<file path="config.mk">
export PLATFORM = sky130hd
export DESIGN_NAME = pressure_sensor_compensation
export DESIGN_NICKNAME = d
export VERILOG_FILES = /design/src/hw/rtl/psc_pkg.sv /design/src/hw/rtl/psc_cfg.sv /design/src/hw/rtl/psc_ctrl.sv /design/src/hw/rtl/psc_front.sv /design/src/hw/rtl/psc_back.sv /design/src/hw/rtl/pressure_sensor_compensation.sv
export SDC_FILE = /design/constraint.sdc
export NUM_CORES = 2
export LEC_CHECK = 0
export BUFFER_PORTS_ARGS = -buffer_cell sky130_fd_sc_hd__buf_2
export CORE_MARGIN = 1.5
export CORE_UTILIZATION = 25
export CTS_CLUSTER_SIZE = 14
export DETAILED_ROUTE_END_ITERATION = 7
export GPL_ROUTABILITY_DRIVEN = 0
export HOLD_SLACK_MARGIN = 0.15
export MAX_ROUTING_LAYER = met4
export PLACE_DENSITY_LB_ADDON = 0.25
export SYNTH_ARGS = -nofsm -noshare
export SYNTH_HDL_FRONTEND = slang
export SYNTH_SLANG_ARGS = --single-unit
</file>
<file path="constraint.sdc">
create_clock -name clk -period 16.66 [get_ports clk]
set_clock_uncertainty 0.05 [all_clocks]
set_input_delay 3.332 -clock clk [delete_from_list [all_inputs] [get_ports clk]]
set_output_delay 3.332 -clock clk [all_outputs]
set_load 0.03 [all_outputs]
</file>
<file path="src/hw/rtl/psc_pkg.sv">
// psc_pkg: shared types and constants for the pressure sensor compensation block
// no dependencies; imported by every psc module and by the top level
`default_nettype none

package psc_pkg;

    localparam int PSC_STAGES  = 6;
    localparam int PSC_ADDR_W  = 4;
    localparam int PSC_DATA_W  = 32;
    localparam int PSC_CAL_W   = 16;

    localparam logic [16:0] DT_BASE      = 17'd20224;
    localparam logic [16:0] D1_BASE      = 17'd7168;
    localparam logic [6:0]  C6_BIAS      = 7'd50;
    localparam logic [10:0] C4_BIAS      = 11'd512;
    localparam logic [24:0] TEMP_BASE    = 25'd204800;
    localparam logic [27:0] SENS_BASE    = 28'd25165824;
    localparam logic [49:0] PRES_BASE    = 50'd1342177280000;
    localparam int          TEMP_SHIFT   = 10;
    localparam int          PRES_SHIFT   = 29;

    typedef enum logic [1:0] {
        REG_CAL_ONE   = 2'd0,
        REG_CAL_TWO   = 2'd1,
        REG_CAL_THREE = 2'd2,
        REG_CAL_FOUR  = 2'd3
    } psc_reg_t;

    typedef struct packed {
        logic [15:0] raw_pressure;
        logic [15:0] raw_temperature;
    } psc_sample_t;

    typedef struct packed {
        logic signed [15:0] temperature_tenths;
        logic [17:0]        pressure_tenths;
    } psc_result_t;

    typedef struct packed {
        logic [14:0] c1;
        logic [11:0] c2;
        logic [9:0]  c3;
        logic [9:0]  c4;
        logic [10:0] c5;
        logic [5:0]  c6;
    } psc_coef_t;

    typedef struct packed {
        logic signed [15:0] temp;
        logic signed [27:0] sens;
        logic signed [27:0] off;
        logic signed [16:0] d1m;
    } psc_mid_t;

endpackage

`default_nettype wire

</file>
<file path="src/hw/rtl/psc_cfg.sv">
// psc_cfg: apb register file for the four calibration words and coefficient unpacking
// depends on psc_pkg
`default_nettype none

module psc_cfg
    import psc_pkg::*;
(
    input  wire logic                  clk,
    input  wire logic                  rst_n,
    input  wire logic                  psel,
    input  wire logic                  penable,
    input  wire logic                  pwrite,
    input  wire logic [PSC_ADDR_W-1:0] paddr,
    input  wire logic [PSC_DATA_W-1:0] pwdata,
    output logic      [PSC_DATA_W-1:0] prdata,
    output logic                       pready,
    output psc_coef_t                  coef
);

    logic [PSC_CAL_W-1:0] cal_one_reg;
    logic [PSC_CAL_W-1:0] cal_two_reg;
    logic [PSC_CAL_W-1:0] cal_three_reg;
    logic [PSC_CAL_W-1:0] cal_four_reg;
    logic                 wr_en;
    psc_reg_t             sel;

    assign pready = 1'b1;
    assign wr_en  = psel && penable && pwrite;
    assign sel    = psc_reg_t'(paddr[3:2]);

    always_ff @(posedge clk or negedge rst_n)
    begin
        if (!rst_n)
        begin
            cal_one_reg   <= '0;
            cal_two_reg   <= '0;
            cal_three_reg <= '0;
            cal_four_reg  <= '0;
        end
        else if (wr_en)
        begin
            case (sel)
                REG_CAL_ONE:   cal_one_reg   <= pwdata[PSC_CAL_W-1:0];
                REG_CAL_TWO:   cal_two_reg   <= pwdata[PSC_CAL_W-1:0];
                REG_CAL_THREE: cal_three_reg <= pwdata[PSC_CAL_W-1:0];
                REG_CAL_FOUR:  cal_four_reg  <= pwdata[PSC_CAL_W-1:0];
                default:       cal_one_reg   <= cal_one_reg;
            endcase
        end
    end

    always_comb
    begin
        case (sel)
            REG_CAL_ONE:   prdata = {16'd0, cal_one_reg};
            REG_CAL_TWO:   prdata = {16'd0, cal_two_reg};
            REG_CAL_THREE: prdata = {16'd0, cal_three_reg};
            REG_CAL_FOUR:  prdata = {16'd0, cal_four_reg};
            default:       prdata = '0;
        endcase
    end

    always_comb
    begin
        coef.c1 = cal_one_reg[15:1];
        coef.c2 = {cal_three_reg[5:0], cal_four_reg[5:0]};
        coef.c3 = cal_four_reg[15:6];
        coef.c4 = cal_three_reg[15:6];
        coef.c5 = {cal_one_reg[0], cal_two_reg[15:6]};
        coef.c6 = cal_two_reg[5:0];
    end

endmodule

`default_nettype wire

</file>
<file path="src/hw/rtl/psc_ctrl.sv">
// psc_ctrl: valid bits and per-stage load enables for the compensation pipeline
// depends on psc_pkg
`default_nettype none

module psc_ctrl
    import psc_pkg::*;
(
    input  wire logic                  clk,
    input  wire logic                  rst_n,
    input  wire logic                  in_valid,
    input  wire logic                  out_stall,
    output logic                       in_stall,
    output logic                       out_valid,
    output logic      [PSC_STAGES-1:0] en
);

    logic [PSC_STAGES-1:0] valid_reg;
    logic [PSC_STAGES-1:0] valid_next;
    logic [PSC_STAGES-1:0] ready;

    // a stage may load when it is empty or the stage after it moves on
    always_comb
    begin
        ready[PSC_STAGES-1] = !valid_reg[PSC_STAGES-1] || !out_stall;
        for (int i = PSC_STAGES - 2; i >= 0; i--)
        begin
            ready[i] = !valid_reg[i] || ready[i+1];
        end
    end

    always_comb
    begin
        valid_next = valid_reg;
        if (ready[0])
        begin
            valid_next[0] = in_valid;
        end
        for (int i = 1; i < PSC_STAGES; i++)
        begin
            if (ready[i])
            begin
                valid_next[i] = valid_reg[i-1];
            end
        end
    end

    always_ff @(posedge clk or negedge rst_n)
    begin
        if (!rst_n)
        begin
            valid_reg <= '0;
        end
        else
        begin
            valid_reg <= valid_next;
        end
    end

    assign en        = ready;
    assign in_stall  = !ready[0];
    assign out_valid = valid_reg[PSC_STAGES-1];

endmodule

`default_nettype wire

</file>
<file path="src/hw/rtl/psc_front.sv">
// psc_front: stages 0 to 2, dT, coefficient products, temperature and SENS/OFF sums
// depends on psc_pkg
`default_nettype none

module psc_front
    import psc_pkg::*;
(
    input  wire logic        clk,
    input  wire logic [2:0]  en,
    input  wire psc_sample_t sample,
    input  wire psc_coef_t   coef,
    output psc_mid_t         mid
);

    // stage 0
    logic signed [16:0] dt_reg;
    logic signed [16:0] dt_next;
    logic signed [16:0] d1m0_reg;
    logic signed [16:0] d1m0_next;
    logic [16:0]        dt_base;

    // stage 1
    logic signed [24:0] tprod_reg;
    logic signed [24:0] tprod_next;
    logic signed [27:0] c3dt_reg;
    logic signed [27:0] c3dt_next;
    logic signed [27:0] c4dt_reg;
    logic signed [27:0] c4dt_next;
    logic signed [16:0] d1m1_reg;
    logic [6:0]         c6p;
    logic signed [10:0] c4m;

    // stage 2
    psc_mid_t           mid_reg;
    psc_mid_t           mid_next;
    logic signed [24:0] t10;
    logic signed [14:0] tq;

    always_comb
    begin
        dt_base   = {3'd0, coef.c5, 3'd0} + DT_BASE;
        dt_next   = $signed({1'b0, sample.raw_temperature} - dt_base);
        d1m0_next = $signed({1'b0, sample.raw_pressure} - D1_BASE);
    end

    always_comb
    begin
        c6p        = {1'b0, coef.c6} + C6_BIAS;
        c4m        = $signed({1'b0, coef.c4} - C4_BIAS);
        tprod_next = dt_reg * $signed({1'b0, c6p});
        c3dt_next  = dt_reg * $signed({1'b0, coef.c3});
        c4dt_next  = dt_reg * c4m;
    end

    // temperature truncates toward zero; the value always fits in 16 bits
    always_comb
    begin
        t10 = tprod_reg + $signed(TEMP_BASE);
        tq  = t10[24:TEMP_SHIFT];
        if (t10[24] && (t10[TEMP_SHIFT-1:0] != '0))
        begin
            tq = tq + 15'sd1;
        end
        mid_next.temp = {tq[14], tq};
        mid_next.sens = $signed({3'd0, coef.c1, 10'd0}) + c3dt_reg + $signed(SENS_BASE);
        mid_next.off  = $signed({2'd0, coef.c2, 14'd0}) + c4dt_reg;
        mid_next.d1m  = d1m1_reg;
    end

    always_ff @(posedge clk)
    begin
        if (en[0])
        begin
            dt_reg   <= dt_next;
            d1m0_reg <= d1m0_next;
        end
        if (en[1])
        begin
            tprod_reg <= tprod_next;
            c3dt_reg  <= c3dt_next;
            c4dt_reg  <= c4dt_next;
            d1m1_reg  <= d1m0_reg;
        end
        if (en[2])
        begin
            mid_reg <= mid_next;
        end
    end

    assign mid = mid_reg;

endmodule

`default_nettype wire

</file>
<file path="src/hw/rtl/psc_back.sv">
// psc_back: stages 3 to 5, SENS times D1 product, X assembly, pressure scaling and clamp
// depends on psc_pkg
`default_nettype none

module psc_back
    import psc_pkg::*;
(
    input  wire logic        clk,
    input  wire logic [2:0]  en,
    input  wire psc_mid_t    mid,
    output psc_result_t      result
);

    // stage 3
    logic signed [44:0] prod_reg;
    logic signed [44:0] prod_next;
    logic signed [27:0] off3_reg;
    logic signed [15:0] temp3_reg;

    // stage 4
    logic signed [44:0] x_reg;
    logic signed [44:0] x_next;
    logic signed [15:0] temp4_reg;

    // stage 5
    psc_result_t        result_reg;
    psc_result_t        result_next;
    logic signed [49:0] xe;
    logic signed [49:0] pnum;
    logic [19:0]        pq;

    always_comb
    begin
        prod_next = mid.sens * mid.d1m;
        x_next    = prod_reg - $signed({{5{off3_reg[27]}}, off3_reg, 12'd0});
    end

    // negative numerator truncates to zero or below, so it clamps to zero
    always_comb
    begin
        xe   = {{5{x_reg[44]}}, x_reg};
        pnum = (xe <<< 3) + (xe <<< 1) + $signed(PRES_BASE);
        pq   = pnum[48:PRES_SHIFT];
        result_next.temperature_tenths = temp4_reg;
        if (pnum[49])
        begin
            result_next.pressure_tenths = '0;
        end
        else if (pq[19:18] != 2'd0)
        begin
            result_next.pressure_tenths = '1;
        end
        else
        begin
            result_next.pressure_tenths = pq[17:0];
        end
    end

    always_ff @(posedge clk)
    begin
        if (en[0])
        begin
            prod_reg  <= prod_next;
            off3_reg  <= mid.off;
            temp3_reg <= mid.temp;
        end
        if (en[1])
        begin
            x_reg     <= x_next;
            temp4_reg <= temp3_reg;
        end
        if (en[2])
        begin
            result_reg <= result_next;
        end
    end

    assign result = result_reg;

endmodule

`default_nettype wire

</file>
<file path="src/hw/rtl/pressure_sensor_compensation.sv">
// pressure_sensor_compensation: top level of the barometric first-order compensation pipeline
// depends on psc_pkg, psc_cfg, psc_ctrl, psc_front, psc_back
//
//   channel   signals                              payload
//   sample    sample_valid, sample_stall, sample   raw_pressure, raw_temperature
//   result    result_valid, result_stall, result   temperature_tenths, pressure_tenths
//   config    apb psel/penable/pwrite/paddr/...    four 16-bit calibration words
//
// six register stages, one transfer per cycle on each channel while no stall holds it
// the stage-3 28x17 multiplier and the stage-1 dT multipliers set the stage depth
// reset clears the valid bits and the calibration words
// a stalled result holds the last stage; earlier stages keep loading until no bubble remains
`default_nettype none

module pressure_sensor_compensation
    import psc_pkg::*;
(
    input  wire logic                  clk,
    input  wire logic                  rst_n,
    input  wire logic                  psel,
    input  wire logic                  penable,
    input  wire logic                  pwrite,
    input  wire logic [PSC_ADDR_W-1:0] paddr,
    input  wire logic [PSC_DATA_W-1:0] pwdata,
    output logic      [PSC_DATA_W-1:0] prdata,
    output logic                       pready,
    input  wire logic                  sample_valid,
    output logic                       sample_stall,
    input  wire psc_sample_t           sample,
    output logic                       result_valid,
    input  wire logic                  result_stall,
    output psc_result_t                result
);

    psc_coef_t             coef;
    psc_mid_t              mid;
    logic [PSC_STAGES-1:0] en;

    psc_cfg u_cfg (
        .clk     (clk),
        .rst_n   (rst_n),
        .psel    (psel),
        .penable (penable),
        .pwrite  (pwrite),
        .paddr   (paddr),
        .pwdata  (pwdata),
        .prdata  (prdata),
        .pready  (pready),
        .coef    (coef)
    );

    psc_ctrl u_ctrl (
        .clk       (clk),
        .rst_n     (rst_n),
        .in_valid  (sample_valid),
        .out_stall (result_stall),
        .in_stall  (sample_stall),
        .out_valid (result_valid),
        .en        (en)
    );

    psc_front u_front (
        .clk    (clk),
        .en     (en[2:0]),
        .sample (sample),
        .coef   (coef),
        .mid    (mid)
    );

    psc_back u_back (
        .clk    (clk),
        .en     (en[5:3]),
        .mid    (mid),
        .result (result)
    );

endmodule

`default_nettype wire
</file>
# After elaboration in Yosys (flattened, before gate mapping)
# Index checks and enable logic that the tools add are counted.
# W data, S select, Z words.
[classes] n_shift=0 multipliers=4 n_lt_le_gt_ge=0 reduce_logical=24 add_sub_neg=13 eq_ne=3 muxes=3 bitwise=0 div=0
[ops] operator="$pmux W32 S4" n=1
[ops] operator="$mul A17 B11 Y28" n=2
[ops] operator="$add A50 B42 Y50 const B" n=1
[ops] operator="$add A48 B46 Y49" n=1
[ops] operator="$mul A28 B17 Y45" n=1
[ops] operator="$sub A45 B40 Y45" n=1
[ops] operator="$add A26 B28 Y28" n=1
[ops] operator="$add A27 B28 Y28" n=1
[ops] operator="$add A28 B26 Y28 const B" n=1
[ops] operator="$add A25 B19 Y25 const B" n=1
[ops] operator="$mul A17 B8 Y25" n=1
[ops] operator="$mux W18" n=1
[ops] operator="$sub A16 B13 Y17 const B" n=1
[ops] operator="$sub A16 B17 Y17" n=1
[ops] operator="$add A14 B15 Y16 const B" n=1
[ops] operator="$add A15 B2 Y15 const B" n=1
[ops] operator="$mux W15" n=1
[ops] operator="$sub A10 B10 Y11 const B" n=1
[ops] operator="$reduce_bool A10 Y1" n=1
[ops] operator="$logic_not A1 Y1" n=8
[ops] operator="$reduce_and A2 Y1" n=4
[ops] operator="$add A6 B6 Y7 const B" n=1
[ops] operator="$logic_or A1 B1 Y1" n=6
[ops] operator="$eq A2 B2 Y1 const B" n=2
[ops] operator="4 further kinds" n=6
[word_totals] ramBits=0 latch_bits=0 input_bits=75 mem_bits_ro=0 out_inout_bits=69 n_memories=0 ff_bits=471

# Depth between registers and ports, before layout
[depth] depth_word=8 ltp_mapped=28 ltp_nobuf=27

# Hierarchy
# From an unflattened synthesis, not the netlist that was laid out.
[hier_totals] hier_cells=5398 hier_area_um2=56262.7
[modules_own_cells] module="psc_front" cells_per_inst=2627 area_per_inst_um2=26975.9 seq_area_each_um2=6606.3 instances=1
[modules_own_cells] module="psc_back" cells_per_inst=2570 area_per_inst_um2=26038.7 seq_area_each_um2=5525.3 instances=1
[modules_own_cells] module="psc_cfg" cells_per_inst=180 area_per_inst_um2=3005.4 seq_area_each_um2=1601.5 instances=1
[modules_own_cells] module="psc_ctrl" cells_per_inst=21 area_per_inst_um2=242.7 seq_area_each_um2=150.1 instances=1

# Worst setup path after synthesis
# Ideal clock, no wire load.
[synth_path] path_type="input to output" from="input port result_stall" to="output port sample_stall" setup_slack_ps=8170 path_stages=4 arrival_ps=5108 path_cell_list="and3_1 and3_1 nand3_1 inv_1"
[synth_via] elab_chain_len=8
[synth_rtl] item="from (decl)" line="pressure_sensor_compensation.sv:31" text="input wire logic result_stall,"
[synth_rtl] item="$logic_not A1 Y1" line="psc_ctrl.sv:24" text="ready[PSC_STAGES-1] = !valid_reg[PSC_STAGES-1] || !out_stall;"
[synth_rtl] item="$logic_or A1 B1 Y1" line="psc_ctrl.sv:24"
[synth_rtl] item="$logic_or A1 B1 Y1 (5 in series)" line="psc_ctrl.sv:27" text="ready[i] = !valid_reg[i] || ready[i+1];"
[synth_rtl] item="$logic_not A1 Y1" line="psc_ctrl.sv:60" text="assign in_stall = !ready[0];"
[synth_rtl] item="to (decl)" line="pressure_sensor_compensation.sv:28" text="output logic sample_stall,"
# No other way between the ends.

# Final worst setup path
# Same ends and word-level chain as after synthesis.

==> results.txt <==
The run finished with clean final reports. The logs give 64 for the largest net degree at the start of global routing and 0 for the number of pins exceeding their max-slew limit in the final report. The H-tree generated during clock tree synthesis spans 2 levels. The number of placed I/O pins was 144; the max-slew headroom at the worst pin was 18.6%.

Post-synthesis cell type with the largest combined area: fa_1. The die is 472 um tall. The row count was 172. Setup violations remaining at the end of the flow were counted as 0. Yosys printed 0 warnings. The number of buffers inserted by hold repair at cts was 0. The maximum root-to-sink buffer count came out at 3. The register with the most flip-flops in the layout has 88 of them. CTS buffer count: 60. Achievable frequency: 115 MHz.

Sorting the synthesized cells by area gives the leading types as fa_1 32%, edfxtp_1 22%, ha_1 9.4%. Cells fill 27.8% of the core in the end. Setup slack closes at 8.00 ns.

The layer with the highest usage after global routing was met2. For the setup fix buffers added after clock tree synthesis, the log shows 0. The net count of the finished layout is 6687.

In this run, synthesis produced a sequential element count of 471. For the final routed database, the setup TNS stands at 0 ns. The shortest clock period the worst path allows after layout was 8.66 ns; the count of filler cells inserted in the layout was 22955.

For met3 alone, demand over resource in global routing was 1.28%. Across the run, the number of max-cap violations was 0. The root buffer cell chosen for the clock tree is clkbuf_16. For the synthesized instance count, the log shows 5261.

The total number of clock tree sinks is 471, and the detailed-route vias per instance is 4.28. The synthesized area was 55100 sq um; the arrival time at the worst endpoint was 5.28 ns. The logs give 7 for the initial antenna violation count and 0.71 ns for the clock network latency to the later pin of the worst-skew pair. The run gives 35288 as the total vias in the final route.

The critical path goes through buf_2 -> and3_1 -> and3_1 -> nand3_4 -> buf_4 -> inv_1 -> buf_2. The die covers 223000 sq um. The logs give 12.8% for the overall global routing resource usage and 5 for the detailed-router iteration count before antenna repair.

In the global route stage, met1 resource usage came out at 16.9%. STA puts the critical path data required time at 13.28 ns. The worst hold path passes through 0 cells. The count of nets left with antenna violations once routing finished came out at 0. The fraction of synthesis flops using an asynchronous set or reset pin works out to 14.9%. Input and output buffers added on the ports amount to 108. The post-place setup slack was 7.84 ns. The path with the worst hold slack has its endpoint at u_front.mid[50]$_DFFE_PP_. By count the netlist is led by 1041 x inv_1, 881 x fa_1, 509 x nand2_1, 461 x and2_1, 416 x ha_1.

The most repeated cell in the gate-level netlist after synthesis was inv_1. Among all flip-flop cells after synthesis, the most frequent one is edfxtp_1. For this design, the slowest cell found on the critical path is buf_4. The post-detailed-route wirelength per cell is 16.4 um. The worst min-delay path class was flip-flop to flip-flop.

The worst path uses 52.0% of the clock period. The worst hold path begins at u_front.c3dt_reg[5]$_DFFE_PP_. The worst setup path is of the primary input to output pin kind. For the final hold violation count, the log shows 0. The largest single stage delay on the critical path is 0.39 ns. The number of gates resized after CTS was 0.

Of all nets on the critical path, the largest fanout is 21. Synthesis instantiated 85 different standard cells from the library. The number of cells on the worst reg-to-reg path is 25.

The tools report the HPWL after detailed placement as 106000 um. The share of cells above drive strength 1 was 7.81%; the average cell area after synthesis was 10.5 sq um. For this block, the initial DRC count from the detailed router was 1702. Global routing finished with a remaining overflow of 0.

The worst setup path is launched from a primary input. The count of flip-flops with a built-in enable after synthesis came out at 401. The worst setup path is captured at an output pin. Summed over its instances, the top area cell type makes up 32.0% of the synthesized netlist area. The first global-routing pass estimated 219000 um of wire. The setup check on the worst reg-to-reg path leaves a slack of 8.36 ns. In this run the horizontal extent of the chip is 472 um. The run gives 135000 um as the aggregate routed wire length. The reg-to-reg startpoint is u_front.mid[50]$_DFFE_PP_. For met2 alone, demand over resource in global routing was 21.4%. The sequential fraction of the synthesis area is 25.0%, and the post-synthesis to final-layout area growth is 10.7%. The region available for standard cell placement spans 219000 sq um. The remaining routing DRC violations was 0. Destination of the worst register-to-register timing path: u_back.prod_reg[43]$_DFFE_PP_. At the pin with the least slew margin, the transition time is 1.21 ns. The initial cell density of the core came out at 25.1%. TritonCTS built the clock tree. The via count of the first global-routing pass came out at 38341. Setup repair after global routing left no endpoint under its margin. The post-CTS clock slew at the launch and capture registers of the worst setup and hold paths is 0.06 ns.
worst max path at each step:
stage / from / endpoint / slack [ns] / depth (start not counted)
global route: u_front.mid[50]$_DFFE_PP_ / u_back.prod_reg[43]$_DFFE_PP_ / 7.75 / 25
floorplan: result_stall / sample_stall / 8.17 / 4
global placement: result_stall / sample_stall / 7.82 / 7
CTS: result_stall / sample_stall / 7.82 / 7
detailed placement: result_stall / sample_stall / 7.84 / 7
finish: result_stall / sample_stall / 8.00 / 7
critical path, delay by kind of cell:
kind	cells	cell delay, ns
and+or+nand+nor	3	0.99
buffers and inverters	4	0.91
routing by layer:
layer | routed length [um] | vias up
met1 | 62800 | 18093
met4 | 2790 | 0
met3 | 4070 | 142
met2 | 65400 | 489
li1 | - | 16564
met5 | 0 | -
area by class of cell:
cell class	instances	area [sq um]	share of cell area (%)
multi-input cells	3566	36700	60.1
clock buffers	71	1570	2.58
clock inverters	42	419	0.687
inverters	1041	3910	6.41
repair buffers	175	1050	1.71
well taps	2871	3590	5.89
flip-flops and latches	471	13800	22.6
diodes	3	7.51	0.0123
placed cells by master (no fill, tap or decap), drive strengths merged, types with 41 or more instances in the layout:
master and count:
inv 1045, fa 881, nand2 510, and2 461
ha 416, edfxtp 401, buf 175, xnor2 167
nor2 151, a21oi 150, o21ai 122, nor2b 72
clkbuf 71, dfrtp 70, a21o 69, mux2 64
xor2 60, nand2b 58, nand3 41
metrics by stage:
stage / instances / hold slack (ns) / area, sq um
after floorplan: 5276 / 0.350 / 55200
after global placement: 8124 / 0.353 / 59000
after detailed placement: 8124 / 0.355 / 59000
final: 8240 / 0.344 / 61000
after CTS: 8237 / 0.340 / 61000
after global routing: 8238 / 0.356 / 61000
kinds of logic (layout without fill, tap and decap cells):
group	Yosys count	after routing	synth area share [%]
flops	471	471	25.0
buf+inv	1239	1329	8.59
xor+xnor	227	227	3.64
simple gates	1431	1431	13.2
other cells	2	20	0.0136
compound gates	513	513	6.07
fa+ha+maj	1297	1297	41.5
mux	81	81	1.98
Power is not shown: default switching activity piles up to over one toggle a cycle in this logic, so the estimate is an artifact.
